**src/hw/rtl/bdps_pkg.sv**
```systemverilog
// Shared constants, types and helpers for the switch debouncer with PWM hysteresis.
package bdps_pkg;

  localparam int NUM_PINS      = 4;
  localparam int WIDTH_BITS    = 12;
  localparam int CNT_W         = 11;
  localparam int TICKS_W       = 10;
  localparam int CFG_DATA_W    = 12;
  localparam int CFG_INDEX_W   = 3;

  localparam logic [WIDTH_BITS-1:0] PWM_VALID_MIN = WIDTH_BITS'(800);
  localparam logic [WIDTH_BITS-1:0] PWM_VALID_MAX = WIDTH_BITS'(2200);
  localparam logic [CNT_W-1:0]      COUNT_MAX     = CNT_W'(2047);

  localparam logic [TICKS_W-1:0]    DEBOUNCE_RESET = TICKS_W'(50);
  localparam logic [WIDTH_BITS-1:0] LOW_TRIG_RESET  = WIDTH_BITS'(1200);
  localparam logic [WIDTH_BITS-1:0] HIGH_TRIG_RESET = WIDTH_BITS'(1800);

  typedef logic [NUM_PINS-1:0]   pin_mask_t;
  typedef logic [WIDTH_BITS-1:0] width_t;
  typedef logic [CNT_W-1:0]      count_t;

  typedef enum logic [CFG_INDEX_W-1:0] {
    CFG_ENABLE        = 3'd0,
    CFG_PIN_ENABLE    = 3'd1,
    CFG_PWM_MODE      = 3'd2,
    CFG_INVERT        = 3'd3,
    CFG_ACTION_ENABLE = 3'd4,
    CFG_DEBOUNCE      = 3'd5,
    CFG_LOW_TRIGGER   = 3'd6,
    CFG_HIGH_TRIGGER  = 3'd7
  } cfg_index_t;

  typedef struct packed {
    logic               enable;
    pin_mask_t          pin_enable_mask;
    pin_mask_t          pwm_mode_mask;
    pin_mask_t          invert_mask;
    pin_mask_t          action_enable_mask;
    logic [TICKS_W-1:0] debounce_ticks;
    width_t             pwm_low_trigger;
    width_t             pwm_high_trigger;
  } cfg_t;

  typedef struct packed {
    pin_mask_t                        pin_levels;
    logic [NUM_PINS-1:0][WIDTH_BITS-1:0] pulse_width;
  } tick_t;

  typedef struct packed {
    pin_mask_t button_state;
    pin_mask_t action_mask;
    pin_mask_t action_levels;
  } result_t;

  function automatic count_t sat_inc(count_t c);
    return (c == COUNT_MAX) ? COUNT_MAX : c + count_t'(1);
  endfunction

endpackage

```
**src/hw/rtl/bdps_tick_if.sv**
```systemverilog
// Handshake channel carrying one tick word: raw pin levels and four pulse widths.
interface bdps_tick_if;
  logic        valid;
  logic        ready;
  logic [3:0]  pin_levels;
  logic [11:0] pulse_width_a;
  logic [11:0] pulse_width_b;
  logic [11:0] pulse_width_c;
  logic [11:0] pulse_width_d;

  modport source (
    output valid, pin_levels, pulse_width_a, pulse_width_b, pulse_width_c, pulse_width_d,
    input  ready
  );
  modport sink (
    input  valid, pin_levels, pulse_width_a, pulse_width_b, pulse_width_c, pulse_width_d,
    output ready
  );
endinterface

```
**src/hw/rtl/bdps_result_if.sv**
```systemverilog
// Handshake channel carrying one result word: debounced state and action edges.
interface bdps_result_if;
  logic       valid;
  logic       ready;
  logic [3:0] button_state;
  logic [3:0] action_mask;
  logic [3:0] action_levels;

  modport source (
    output valid, button_state, action_mask, action_levels,
    input  ready
  );
  modport sink (
    input  valid, button_state, action_mask, action_levels,
    output ready
  );
endinterface

```
**src/hw/rtl/bdps_cfg.sv**
```systemverilog
// Configuration register file written through a plain indexed write port.
module bdps_cfg (
  input  logic                           clk,
  input  logic                           rst,
  input  logic                           we,
  input  logic [bdps_pkg::CFG_INDEX_W-1:0] index,
  input  logic [bdps_pkg::CFG_DATA_W-1:0]  data,
  output bdps_pkg::cfg_t                 cfg
);
  import bdps_pkg::*;

  cfg_index_t sel;
  assign sel = cfg_index_t'(index);

  always_ff @(posedge clk) begin
    if (rst) begin
      cfg.enable             <= 1'b0;
      cfg.pin_enable_mask    <= '0;
      cfg.pwm_mode_mask      <= '0;
      cfg.invert_mask        <= '0;
      cfg.action_enable_mask <= '0;
      cfg.debounce_ticks     <= DEBOUNCE_RESET;
      cfg.pwm_low_trigger    <= LOW_TRIG_RESET;
      cfg.pwm_high_trigger   <= HIGH_TRIG_RESET;
    end else if (we) begin
      unique case (sel)
        CFG_ENABLE:        cfg.enable             <= data[0];
        CFG_PIN_ENABLE:    cfg.pin_enable_mask    <= data[NUM_PINS-1:0];
        CFG_PWM_MODE:      cfg.pwm_mode_mask      <= data[NUM_PINS-1:0];
        CFG_INVERT:        cfg.invert_mask        <= data[NUM_PINS-1:0];
        CFG_ACTION_ENABLE: cfg.action_enable_mask <= data[NUM_PINS-1:0];
        CFG_DEBOUNCE:      cfg.debounce_ticks     <= data[TICKS_W-1:0];
        CFG_LOW_TRIGGER:   cfg.pwm_low_trigger    <= data[WIDTH_BITS-1:0];
        CFG_HIGH_TRIGGER:  cfg.pwm_high_trigger   <= data[WIDTH_BITS-1:0];
        default: ;
      endcase
    end
  end
endmodule

```
**src/hw/rtl/bdps_core.sv**
```systemverilog
// Debounce state and the single-pass logic that turns one tick into one result.
module bdps_core (
  input  logic              clk,
  input  logic              rst,
  input  logic              advance,
  input  bdps_pkg::cfg_t    cfg,
  input  bdps_pkg::tick_t   tick,
  output bdps_pkg::result_t res
);
  import bdps_pkg::*;

  logic      started, started_next;
  pin_mask_t last_raw_mask, last_raw_mask_next;
  count_t    raw_stable_count, raw_stable_count_next;
  pin_mask_t level_debounced, level_debounced_next;
  pin_mask_t pwm_accepted, pwm_accepted_next;
  pin_mask_t pwm_tentative, pwm_tentative_next;
  count_t    pwm_stable_count, pwm_stable_count_next;
  pin_mask_t actioned_mask, actioned_mask_next;

  pin_mask_t raw, cand, shown_now, shown_next, vals, act, lev;
  logic      force_act, changed;
  count_t    ticks_ext;

  assign ticks_ext = count_t'(cfg.debounce_ticks);
  assign shown_now = (pwm_accepted & cfg.pwm_mode_mask)
                   | (level_debounced & ~cfg.pwm_mode_mask);

  always_comb begin
    started_next          = started;
    last_raw_mask_next    = last_raw_mask;
    raw_stable_count_next = raw_stable_count;
    level_debounced_next  = level_debounced;
    pwm_accepted_next     = pwm_accepted;
    pwm_tentative_next    = pwm_tentative;
    pwm_stable_count_next = pwm_stable_count;
    actioned_mask_next    = actioned_mask;
    force_act = 1'b0;
    changed   = 1'b0;
    act       = '0;
    lev       = '0;
    raw  = tick.pin_levels & cfg.pin_enable_mask & ~cfg.pwm_mode_mask;
    cand = pwm_accepted;

    // Level pins are debounced together as one mask.
    if (!started) begin
      started_next          = 1'b1;
      last_raw_mask_next    = raw;
      level_debounced_next  = raw;
      raw_stable_count_next = '0;
      force_act             = 1'b1;
    end else begin
      if (raw != last_raw_mask) begin
        last_raw_mask_next    = raw;
        raw_stable_count_next = '0;
      end else begin
        raw_stable_count_next = sat_inc(raw_stable_count);
      end
      if ((level_debounced != last_raw_mask_next) && (raw_stable_count_next > ticks_ext)) begin
        level_debounced_next = last_raw_mask_next;
        changed              = 1'b1;
      end
    end

    // Per-pin hysteresis; an out-of-range width forces the pin low.
    for (int i = 0; i < NUM_PINS; i++) begin
      if (!cfg.pwm_mode_mask[i] || (tick.pulse_width[i] < PWM_VALID_MIN)
          || (tick.pulse_width[i] > PWM_VALID_MAX)) begin
        cand[i] = 1'b0;
      end else if (pwm_accepted[i]) begin
        cand[i] = !(tick.pulse_width[i] < cfg.pwm_low_trigger);
      end else begin
        cand[i] = tick.pulse_width[i] > cfg.pwm_high_trigger;
      end
    end

    // The candidate PWM mask is debounced as a whole.
    if (cand != pwm_accepted) begin
      if (cand != pwm_tentative) begin
        pwm_tentative_next    = cand;
        pwm_stable_count_next = '0;
      end else begin
        pwm_stable_count_next = sat_inc(pwm_stable_count);
        if (pwm_stable_count_next > ticks_ext) begin
          pwm_accepted_next = cand;
          changed           = 1'b1;
        end
      end
    end else begin
      pwm_tentative_next    = pwm_accepted;
      pwm_stable_count_next = '0;
    end

    shown_next = (pwm_accepted_next & cfg.pwm_mode_mask)
               | (level_debounced_next & ~cfg.pwm_mode_mask);
    vals = shown_next ^ cfg.invert_mask;

    if (force_act || changed) begin
      for (int i = 0; i < NUM_PINS; i++) begin
        if (cfg.action_enable_mask[i] && (force_act || (vals[i] != actioned_mask[i]))) begin
          actioned_mask_next[i] = vals[i];
          act[i]                = 1'b1;
          lev[i]                = vals[i];
        end
      end
    end

    // While disabled nothing moves and no action is reported.
    if (!cfg.enable) begin
      started_next          = started;
      last_raw_mask_next    = last_raw_mask;
      raw_stable_count_next = raw_stable_count;
      level_debounced_next  = level_debounced;
      pwm_accepted_next     = pwm_accepted;
      pwm_tentative_next    = pwm_tentative;
      pwm_stable_count_next = pwm_stable_count;
      actioned_mask_next    = actioned_mask;
      res.button_state      = shown_now;
      res.action_mask       = '0;
      res.action_levels     = '0;
    end else begin
      res.button_state  = shown_next;
      res.action_mask   = act;
      res.action_levels = lev;
    end
  end

  always_ff @(posedge clk) begin
    if (rst) begin
      started          <= 1'b0;
      last_raw_mask    <= '0;
      raw_stable_count <= '0;
      level_debounced  <= '0;
      pwm_accepted     <= '0;
      pwm_tentative    <= '0;
      pwm_stable_count <= '0;
      actioned_mask    <= '0;
    end else if (advance) begin
      started          <= started_next;
      last_raw_mask    <= last_raw_mask_next;
      raw_stable_count <= raw_stable_count_next;
      level_debounced  <= level_debounced_next;
      pwm_accepted     <= pwm_accepted_next;
      pwm_tentative    <= pwm_tentative_next;
      pwm_stable_count <= pwm_stable_count_next;
      actioned_mask    <= actioned_mask_next;
    end
  end
endmodule

```
**src/hw/rtl/button_debounce_pwm_switch_top.sv**
```systemverilog
// Top level of the four-pin switch debouncer with PWM hysteresis.
//
// Usage: each word on the tick channel is one millisecond tick carrying the raw
// level of four pins and the latest pulse width of each pin. For every tick
// word exactly one word leaves on the result channel, in order, giving the
// debounced pin state, the pins whose function must run and their levels
// after inversion.
// The configuration port is a plain indexed write port; the user must write it
// only while no tick is in flight, and the block itself does not enforce this.
// Flow: a tick word taken from the tick channel is held in the input register,
// processed in a single pass and loaded into the result register. Throughput
// is one word per cycle while the receiver keeps up, limited only by the
// single pass through the comparators and saturating counters between the
// input and result registers.
// When the receiver stalls, the result register holds its word and the input
// register keeps one more tick; tick.ready drops only when both are full.
// Reset clears the debounce state, empties both registers and returns the
// configuration to its defaults (disabled, 50 ticks, triggers 1200 and 1800 us).
module button_debounce_pwm_switch_top (
  input  logic                             clk,
  input  logic                             rst,
  input  logic                             cfg_we,
  input  logic [bdps_pkg::CFG_INDEX_W-1:0] cfg_index,
  input  logic [bdps_pkg::CFG_DATA_W-1:0]  cfg_data,
  bdps_tick_if.sink                        tick,
  bdps_result_if.source                    result
);
  import bdps_pkg::*;

  cfg_t    cfg;
  tick_t   tick_q;
  logic    tick_q_valid;
  result_t res, res_q;
  logic    advance;

  bdps_cfg u_cfg (
    .clk   (clk),
    .rst   (rst),
    .we    (cfg_we),
    .index (cfg_index),
    .data  (cfg_data),
    .cfg   (cfg)
  );

  // The held tick moves on whenever the result register is empty or draining.
  assign advance    = tick_q_valid && (!result.valid || result.ready);
  assign tick.ready = !tick_q_valid || advance;

  always_ff @(posedge clk) begin
    if (rst) begin
      tick_q_valid <= 1'b0;
    end else if (tick.ready) begin
      tick_q_valid <= tick.valid;
    end
  end

  always_ff @(posedge clk) begin
    if (tick.valid && tick.ready) begin
      tick_q.pin_levels     <= tick.pin_levels;
      tick_q.pulse_width[0] <= tick.pulse_width_a;
      tick_q.pulse_width[1] <= tick.pulse_width_b;
      tick_q.pulse_width[2] <= tick.pulse_width_c;
      tick_q.pulse_width[3] <= tick.pulse_width_d;
    end
  end

  bdps_core u_core (
    .clk     (clk),
    .rst     (rst),
    .advance (advance),
    .cfg     (cfg),
    .tick    (tick_q),
    .res     (res)
  );

  // Result register: loaded as the tick is processed, cleared once taken.
  always_ff @(posedge clk) begin
    if (rst) begin
      result.valid <= 1'b0;
    end else if (advance) begin
      result.valid <= 1'b1;
    end else if (result.ready) begin
      result.valid <= 1'b0;
    end
  end

  always_ff @(posedge clk) begin
    if (advance) begin
      res_q <= res;
    end
  end

  assign result.button_state  = res_q.button_state;
  assign result.action_mask   = res_q.action_mask;
  assign result.action_levels = res_q.action_levels;

  // Only pins with an assigned function can ever be actioned.
  a_action_enabled: assert property (@(posedge clk) disable iff (rst)
    result.valid |-> ((result.action_mask & ~cfg.action_enable_mask) == '0))
    else $error("action reported on a pin without a function");

  // A level is reported only for a pin that is actioned.
  a_levels_in_mask: assert property (@(posedge clk) disable iff (rst)
    result.valid |-> ((result.action_levels & ~result.action_mask) == '0))
    else $error("action level set on a pin that is not actioned");

  // A tick processed while disabled yields no action.
  a_disabled_quiet: assert property (@(posedge clk) disable iff (rst)
    (advance && !cfg.enable) |=> (result.action_mask == '0))
    else $error("action reported while disabled");

  // Nothing is offered in the cycle after reset.
  a_reset_empty: assert property (@(posedge clk)
    rst |=> !result.valid)
    else $error("result valid straight after reset");
endmodule
```
**src/flat_wrapper.sv**
```systemverilog
// flat-port wrapper written by rule: the top's interface ports become plain ports
module button_debounce_pwm_switch_top_flat import bdps_pkg::*;
  (clk, rst, cfg_we, cfg_index, cfg_data, tick_valid, tick_pin_levels, tick_pulse_width_a, tick_pulse_width_b, tick_pulse_width_c, tick_pulse_width_d, tick_ready, result_valid, result_button_state, result_action_mask, result_action_levels, result_ready);
  bdps_tick_if tick_i ();
  bdps_result_if result_i ();
  input  logic clk;
  input  logic rst;
  input  logic cfg_we;
  input  logic [bdps_pkg::CFG_INDEX_W-1:0] cfg_index;
  input  logic [bdps_pkg::CFG_DATA_W-1:0] cfg_data;
  input wire logic [$bits(tick_i.valid)-1:0] tick_valid;
  input wire logic [$bits(tick_i.pin_levels)-1:0] tick_pin_levels;
  input wire logic [$bits(tick_i.pulse_width_a)-1:0] tick_pulse_width_a;
  input wire logic [$bits(tick_i.pulse_width_b)-1:0] tick_pulse_width_b;
  input wire logic [$bits(tick_i.pulse_width_c)-1:0] tick_pulse_width_c;
  input wire logic [$bits(tick_i.pulse_width_d)-1:0] tick_pulse_width_d;
  output wire logic [$bits(tick_i.ready)-1:0] tick_ready;
  output wire logic [$bits(result_i.valid)-1:0] result_valid;
  output wire logic [$bits(result_i.button_state)-1:0] result_button_state;
  output wire logic [$bits(result_i.action_mask)-1:0] result_action_mask;
  output wire logic [$bits(result_i.action_levels)-1:0] result_action_levels;
  input wire logic [$bits(result_i.ready)-1:0] result_ready;
  assign tick_i.valid = tick_valid;
  assign tick_i.pin_levels = tick_pin_levels;
  assign tick_i.pulse_width_a = tick_pulse_width_a;
  assign tick_i.pulse_width_b = tick_pulse_width_b;
  assign tick_i.pulse_width_c = tick_pulse_width_c;
  assign tick_i.pulse_width_d = tick_pulse_width_d;
  assign tick_ready = tick_i.ready;
  assign result_valid = result_i.valid;
  assign result_button_state = result_i.button_state;
  assign result_action_mask = result_i.action_mask;
  assign result_action_levels = result_i.action_levels;
  assign result_i.ready = result_ready;
  button_debounce_pwm_switch_top u_core (.clk(clk), .rst(rst), .cfg_we(cfg_we), .cfg_index(cfg_index), .cfg_data(cfg_data), .tick(tick_i), .result(result_i));
endmodule
```
**config.mk**
```make
export PLATFORM = sky130hd
export DESIGN_NAME = button_debounce_pwm_switch_top_flat
export DESIGN_NICKNAME = d
export VERILOG_FILES = /design/src/hw/rtl/bdps_pkg.sv /design/src/hw/rtl/bdps_tick_if.sv /design/src/hw/rtl/bdps_result_if.sv /design/src/hw/rtl/bdps_cfg.sv /design/src/hw/rtl/bdps_core.sv /design/src/hw/rtl/button_debounce_pwm_switch_top.sv /design/src/flat_wrapper.sv
export SDC_FILE = /design/constraint.sdc
export NUM_CORES = 1
export LEC_CHECK = 0
export ABC_AREA = 1
export CORE_AREA = 5 5 139 141
export DETAILED_ROUTE_END_ITERATION = 8
export DIE_AREA = 0 0 144 146
export DONT_BUFFER_PORTS = 1
export PLACE_DENSITY = 0.74
export SYNTH_ARGS = -nofsm -noshare
export SYNTH_HDL_FRONTEND = slang
export SYNTH_SLANG_ARGS = --single-unit
```
**constraint.sdc**
```tcl
create_clock -name clk -period 4.85 [get_ports clk]
set_input_delay 0.485 -clock clk [delete_from_list [all_inputs] [get_ports clk]]
set_output_delay 0.485 -clock clk [all_outputs]
set_load 0.02 [all_outputs]
```
; Word-level counts from Yosys, hierarchy flattened
; Cells that the tools add are included.
; W data, S select, Z words.
[classes]
shift = 0
order_cmp = 18
add_sub_neg = 2
n_mux = 44
mul = 0
div = 0
eq_ne = 18
reduce_logical = 53
bitwise_logic = 10
[ops]
columns = cell, count
row1 = $mux W11, 7
row2 = $gt A12 B12 Y1, 4
row3 = $gt A12 B12 Y1 const B, 4
row4 = $lt A12 B10 Y1 const B, 4
row5 = $lt A12 B12 Y1, 4
row6 = $mux W4, 12
row7 = $and A4 B4 Y4, 6
row8 = $mux W1, 24
row9 = $add A11 B1 Y11 const B, 2
row10 = $eq A11 B11 Y1 const B, 2
row11 = $gt A11 B10 Y1, 2
row12 = $reduce_and A2 Y1, 10
row13 = $ne A4 B4 Y1, 4
row14 = $reduce_and A4 Y1, 4
row15 = $logic_or A1 B1 Y1, 15
row16 = $reduce_and A3 Y1, 5
row17 = $eq A3 B3 Y1 const B, 4
row18 = $mux W12, 1
row19 = $logic_not A1 Y1, 10
row20 = $or A4 B4 Y4, 2
row21 = $logic_and A1 B1 Y1, 7
row22 = $eq A3 B2 Y1 const B, 2
row23 = $ne A1 B1 Y1, 4
row24 = $not A4 Y4, 1
row25 = 5 further kinds, 5
[word_totals]
latch_bits = 0
regBits = 160
input_bits = 72
ramBits = 0
rom_bits = 0
output_inout_bits = 14
n_memories = 0

; Longest topological paths before layout
[depth]
depth_word = 18
ltp_mapped = 30
mapped_depth_nobuf = 30

; By module
; From an unflattened synthesis, not the netlist that was laid out.
[hier_totals]
hier_cells = 1355
area_unflattened_um2 = 10181.0
[by_module_without_submodules]
columns = module, seq_area_each_um2, cells_each, area_per_inst_um2, n_inst
row1 = bdps_core, 860.8, 984, 6150.9, 1
row2 = bdps_cfg, 1021.0, 295, 2016.9, 1
row3 = button_debounce_pwm_switch_top, 1961.9, 76, 2013.2, 1

; Worst setup path before layout
; OpenSTA, ideal clock, no wires.
[synth_path]
kind = reg-to-reg
startpoint = reg u_core.u_core.raw_stable_count[0]
endpoint = reg u_core.res_q, in the netlist u_core.result.action_levels[0], data pin
path_slack_ps = 1429
setup_ps = 249
t_arrival_ps = 3171
t_required_ps = 4601
period_less_slack_ps = 3421
stages_incl_launch_ff = 27
path_cell_list = dfxtp_1 ha_1 nand3_2 nor2_2 nand2_1 nor4_1 inv_1 a21oi_1 ha_1 a21oi_1 o21ai_0 a21oi_1 o21ai_0 o21ai_0 nand2_2 nand2_2 nand2_4 inv_4 nand2_2 nand3_2 nand3_2 nand3_2 nand3_2 nand2_2 nor2_2 nand2_1 inv_1
[synth_between]
elab_chain_len = 15
[synth_rtl]
columns = item, line_no
row1 = "start, declared", bdps_core.sv:14  ; count_t raw_stable_count, raw_stable_count_next;
row2 = "start signal, assigned", bdps_core.sv:141  ; raw_stable_count <= raw_stable_count_next;
row3 = $add A11 B1 Y11 or $eq A11 B11 Y1 (tied branches), bdps_pkg.sv:57  ; return (c == COUNT_MAX) ? COUNT_MAX : c + count_t'(1);
row4 = $mux W11 (*), bdps_pkg.sv:57
row5 = $mux W11 (*), bdps_core.sv:53  ; if (raw != last_raw_mask) begin
row6 = $mux W11 (*), bdps_core.sv:46  ; if (!started) begin
row7 = $gt A11 B10 Y1 (*), bdps_core.sv:59  ; if ((level_debounced != last_raw_mask_next) && (raw_stable_count_next > ticks_ext)) begin
row8 = $logic_and A1 B1 Y1 (*), bdps_core.sv:59
row9 = $mux W4, bdps_core.sv:59
row10 = $mux W4, bdps_core.sv:46
row11 = $and A4 B4 Y4, bdps_core.sv:95  ; | (level_debounced_next & ~cfg.pwm_mode_mask);
row12 = $or A4 B4 Y4, bdps_core.sv:95
row13 = $xor A4 B4 Y4, bdps_core.sv:96  ; vals = shown_next ^ cfg.invert_mask;
row14 = $ne A1 B1 Y1, bdps_core.sv:100  ; if (cfg.action_enable_mask[i] && (force_act || (vals[i] != actioned_mask[i]))) begin
row15 = $logic_or A1 B1 Y1, bdps_core.sv:100
row16 = $logic_and A1 B1 Y1, bdps_core.sv:100
row17 = $reduce_and A3 Y1 (no source line), --
row18 = "end signal, assigned", button_debounce_pwm_switch_top.sv:89  ; res_q <= res;
row19 = "end, declared", button_debounce_pwm_switch_top.sv:33  ; result_t res, res_q;
; Every way passes the cells marked *; elsewhere a longest branch is shown, timed or not. The select of a mux whose other input is x is not followed.
; A chain may end at the register's enable or synchronous reset.

; Worst setup path in the final report
[layout_path]
startpoint = reg u_core.u_core.pwm_stable_count[0]
endpoint = reg u_core.res_q, in the netlist u_core.result.action_levels[1], data pin
[layout_between]
elab_chain_len = 13
[layout_rtl]
columns = item, line_no
row1 = "start, declared", bdps_core.sv:18  ; count_t pwm_stable_count, pwm_stable_count_next;
row2 = "start signal, assigned", bdps_core.sv:145  ; pwm_stable_count <= pwm_stable_count_next;
row3 = $add A11 B1 Y11 or $eq A11 B11 Y1 (tied branches), bdps_pkg.sv:57
row4 = $mux W11 (*), bdps_pkg.sv:57
row5 = $gt A11 B10 Y1 (*), bdps_core.sv:84  ; if (pwm_stable_count_next > ticks_ext) begin
row6 = $mux W4, bdps_core.sv:84
row7 = $mux W4, bdps_core.sv:79  ; if (cand != pwm_tentative) begin
row8 = $mux W4, bdps_core.sv:78  ; if (cand != pwm_accepted) begin
row9 = $and A4 B4 Y4, bdps_core.sv:94  ; shown_next = (pwm_accepted_next & cfg.pwm_mode_mask)
row10 = $or A4 B4 Y4, bdps_core.sv:95
row11 = $xor A4 B4 Y4, bdps_core.sv:96
row12 = $ne A1 B1 Y1, bdps_core.sv:100
row13 = $logic_or A1 B1 Y1, bdps_core.sv:100
row14 = $logic_and A1 B1 Y1, bdps_core.sv:100
row15 = $reduce_and A3 Y1 (no source line), --
; Every way passes the cells marked *; elsewhere a longest branch is shown, timed or not.

==> metrics.txt <==
worst-skew pair later-pin latency=0.44 ns; Total Routing Usage GR=24.4%; final layout net count=1473; Reg power frac=47.5%; post-CTS setup buffers=0; Die W=144 microns; flops & latches, synth=160; FMAX=247 MHz; EDFF count, synth=64; Synth Flop Type=dfxtp_1; DRC errors left=0; post-synthesis mux area share=0%; P&R area growth vs syn=7.91%; Resize count post-CTS=0; TritonCTS clock tree=yes; DRT Wirelength=25.1 mm; total CTS buffers=17; FF/Latch Area=3840 sq um; final setup TNS=0 ns; P_int=2.32 mW; Synth Area in XOR/XNOR=1.28%; switching pwr=0.825 mW; fin crit share=83.5%; DR vias=8446; most frequent CP cell=nand2_1; Final Skew=0.0104 ns; first-pass GRT wire length=40.6 mm; worst min path class=in -> reg; crit path max-delay cell type=dfxtp_1; Crit Path Category=reg -> reg; fin area=10900 sq um; post-detail-place hpwl=19.3 mm; core area=17800 sq um; # port buffers=0; Max Cap Violations=0; Crit Path Max Fanout=10; Syn. warnings=0; Post-Synth Adder-Cell Area=14.1%; fin crit period=4.05 ns; Die H=146 microns; post-synthesis cell count=1289; most frequent cells in the layout=298 x nand2_1, 156 x inv_1, 122 x a21oi_1, 114 x ha_1, 96 x dfxtp_1; post-DR vias/cell=5.52; R2R depth=28; reg2reg start=u_core.u_core.pwm_stable_count[0]$_SDFFE_PP0P_; Pre-Repair DR Iteration Count=5; crit end category=flip-flop; CP startpoint kind=flip-flop; Compound-Gate Fraction of Synth Area=12.6%; clock sinks=160; layout cells sized above 1=9.69%; Leak Pwr=4.84 nW; area of the multi-input gates=5570 sq um; Starting Density=56.8%; Critical Path End=u_core.result.action_levels[1]$_SDFFCE_PN0P_; largest net degree at the start of global routing=53; die area=21000 sq um; final hold slack=0.115 ns; RSZ-0062 raised after global routing=no; Finished Core Util=61.3%; DR WL/cell=16.4 microns; H-tree depth=4; Clk network pwr share=42.7%; post-route setup slack=0.801 ns; Iteration-0 DRC Markers=618; boundary pin count=86; r2r endpoint=u_core.result.action_levels[1]$_SDFFCE_PN0P_; CTS Hold Bufs=0; Pwr Density=288 nW/um^2; WP data required=5.05 ns; Root Driver=clkbuf_16; peak per-stage delay on the critical path=0.39 ns; Max Root-Sink Buffers=2; syn nets=1475; Syn Std Cell Area=10100 sq um; r2r setup slk=0.80 ns; Final Non-Filler Cells=1530; number of global-route vias before repair=7779; worst slew pin tran=1.11 ns; status=finished, final reports clean; most common cell after layout, fill and taps aside=nand2_1; Hold Vio Cnt, Final=0; Net Sw Frac=26.2%; Crit. Startpoint=u_core.u_core.pwm_stable_count[0]$_SDFFE_PP0P_; number of distinct library cells after synthesis=45; Routed Antenna Nets=0; average cell area after synthesis=7.87 sq um; simple-gate share of the synthesized area=26.9%; register area share after synthesis=37.9%; GPL Wtd Cong=0.898; filler cell count=1558; total power=3.15 mW; clock transition at the registers of the reported paths=0.06 ns; setup violators final=0; max-slew violations=0; Placement Setup Slack=0.911 ns; Placed Cells=1497; initial antenna violation count=0; Max-slew headroom=26.2%; Peak VDD IR=283 uV; grt ovf=0; Placed Area=10400 sq um; row count=49; ys async rst share=0%; Gate power share=9.7%; crit path DAT=4.25 ns; largest family of logic cells by synthesized area=simple AND/OR/NAND/NOR gates
[cells in the mapped netlist (10+ instances only)]
master / count / area share, %
nand2_1: 298 / 11
inv_1: 158 / 5.8
a21oi_1: 122 / 6.0
ha_1: 114 / 14
dfxtp_1: 96 / 19
nand3_1: 92 / 4.5
nor2_1: 78 / 2.9
o21ai_0: 75 / 3.7
edfxtp_1: 64 / 19
nand2_2: 23 / 1.4
nand3_2: 22 / 2.2
clkbuf_1: 20 / 0.74
nor2_2: 12 / 0.74
nand4_1: 10 / 0.62
nor3_1: 10 / 0.49
xor2_1: 10 / 0.86
[logic make-up (layout without fill, tap and decap cells)]
| group | Yosys count | count (layout) |
|---|---|---|
| other cells | 0 | 1 |
| simple gates | 573 | 573 |
| fa+ha+maj | 114 | 114 |
| buf+inv | 192 | 203 |
| xor+xnor | 14 | 14 |
| flops | 160 | 160 |
| compound gates | 236 | 236 |
[critical path, delay by kind of cell, from the launching register on]
family / cells / cell delay, ns
AO/OA/AOI/OAI: 4 / 0.69
adder cells (fa/ha/maj): 2 / 0.51
buffers and inverters: 2 / 0.11
flip-flops: 1 / 0.39
AND/OR/NAND/NOR: 20 / 2.12
[registers in the layout, indices dropped and copies added (netlist names), 4 cells and up]
name,cells
u_core.u_core.raw_stable_count,11
u_core.u_core.pwm_tentative,4
u_core.u_core.actioned_mask,4
u_core.u_core.level_debounced,4
u_core.u_core.pwm_accepted,4
u_core.result.button_state,4
u_core.result.action_levels,4
u_core.u_core.last_raw_mask,4
u_core.result.action_mask,4
u_core.tick_q,52
u_core.u_cfg.cfg,51
u_core.u_core.pwm_stable_count,11
[per-layer routing]
layer  GRT usage [%]  part of all wire [%]
met5               0                     0
met4            8.00                   2.5
met3            5.19                   7.0
met2            37.2                    45
met1            34.4                    46
[worst min path at each step]
stage / from / to / slack [ns] / cells past startpoint
floorplan: u_core.u_cfg.cfg[26]$_SDFFE_PP0P_ / u_core.u_cfg.cfg[26]$_SDFFE_PP0P_ / 0.46 / 2
global placement: u_core.u_core.pwm_stable_count[3]$_SDFFE_PP0P_ / u_core.u_core.pwm_stable_count[3]$_SDFFE_PP0P_ / 0.47 / 2
detailed placement: u_core.u_core.pwm_stable_count[3]$_SDFFE_PP0P_ / u_core.u_core.pwm_stable_count[3]$_SDFFE_PP0P_ / 0.47 / 2
CTS: rst / u_core.u_core.started$_SDFFE_PP0P_ / 0.10 / 1
global route: rst / u_core.u_core.raw_stable_count[1]$_SDFFE_PP0P_ / 0.1 / 1
finish: rst / u_core.u_core.raw_stable_count[7]$_SDFFE_PP0P_ / 0.11 / 1
[layout make-up]
| cell class | count | area share [%] |
|---|---|---|
| clock inverters | 14 | 1.44 |
| well taps | 229 | 2.62 |
| clock buffers | 18 | 3.92 |
| repair buffers | 2 | 0.137 |
| diodes | 1 | 0.0229 |
| inverters | 169 | 5.82 |
| multi-input cells | 937 | 50.9 |
| flip-flops and latches | 160 | 35.1 |
[power by group through the flow]
stage | Combinational, mW | Sequential (mW) | Clock [mW]
global placement | 0.291 | 1.53 | 0
CTS | 0.305 | 1.50 | 1.37
detailed placement | 0.302 | 1.53 | 0
floorplan | 0.240 | 1.51 | 0
finish | 0.307 | 1.50 | 1.35
global route | 0.357 | 1.50 | 1.43
No activity file was read; power rests on OpenSTA's default activity.
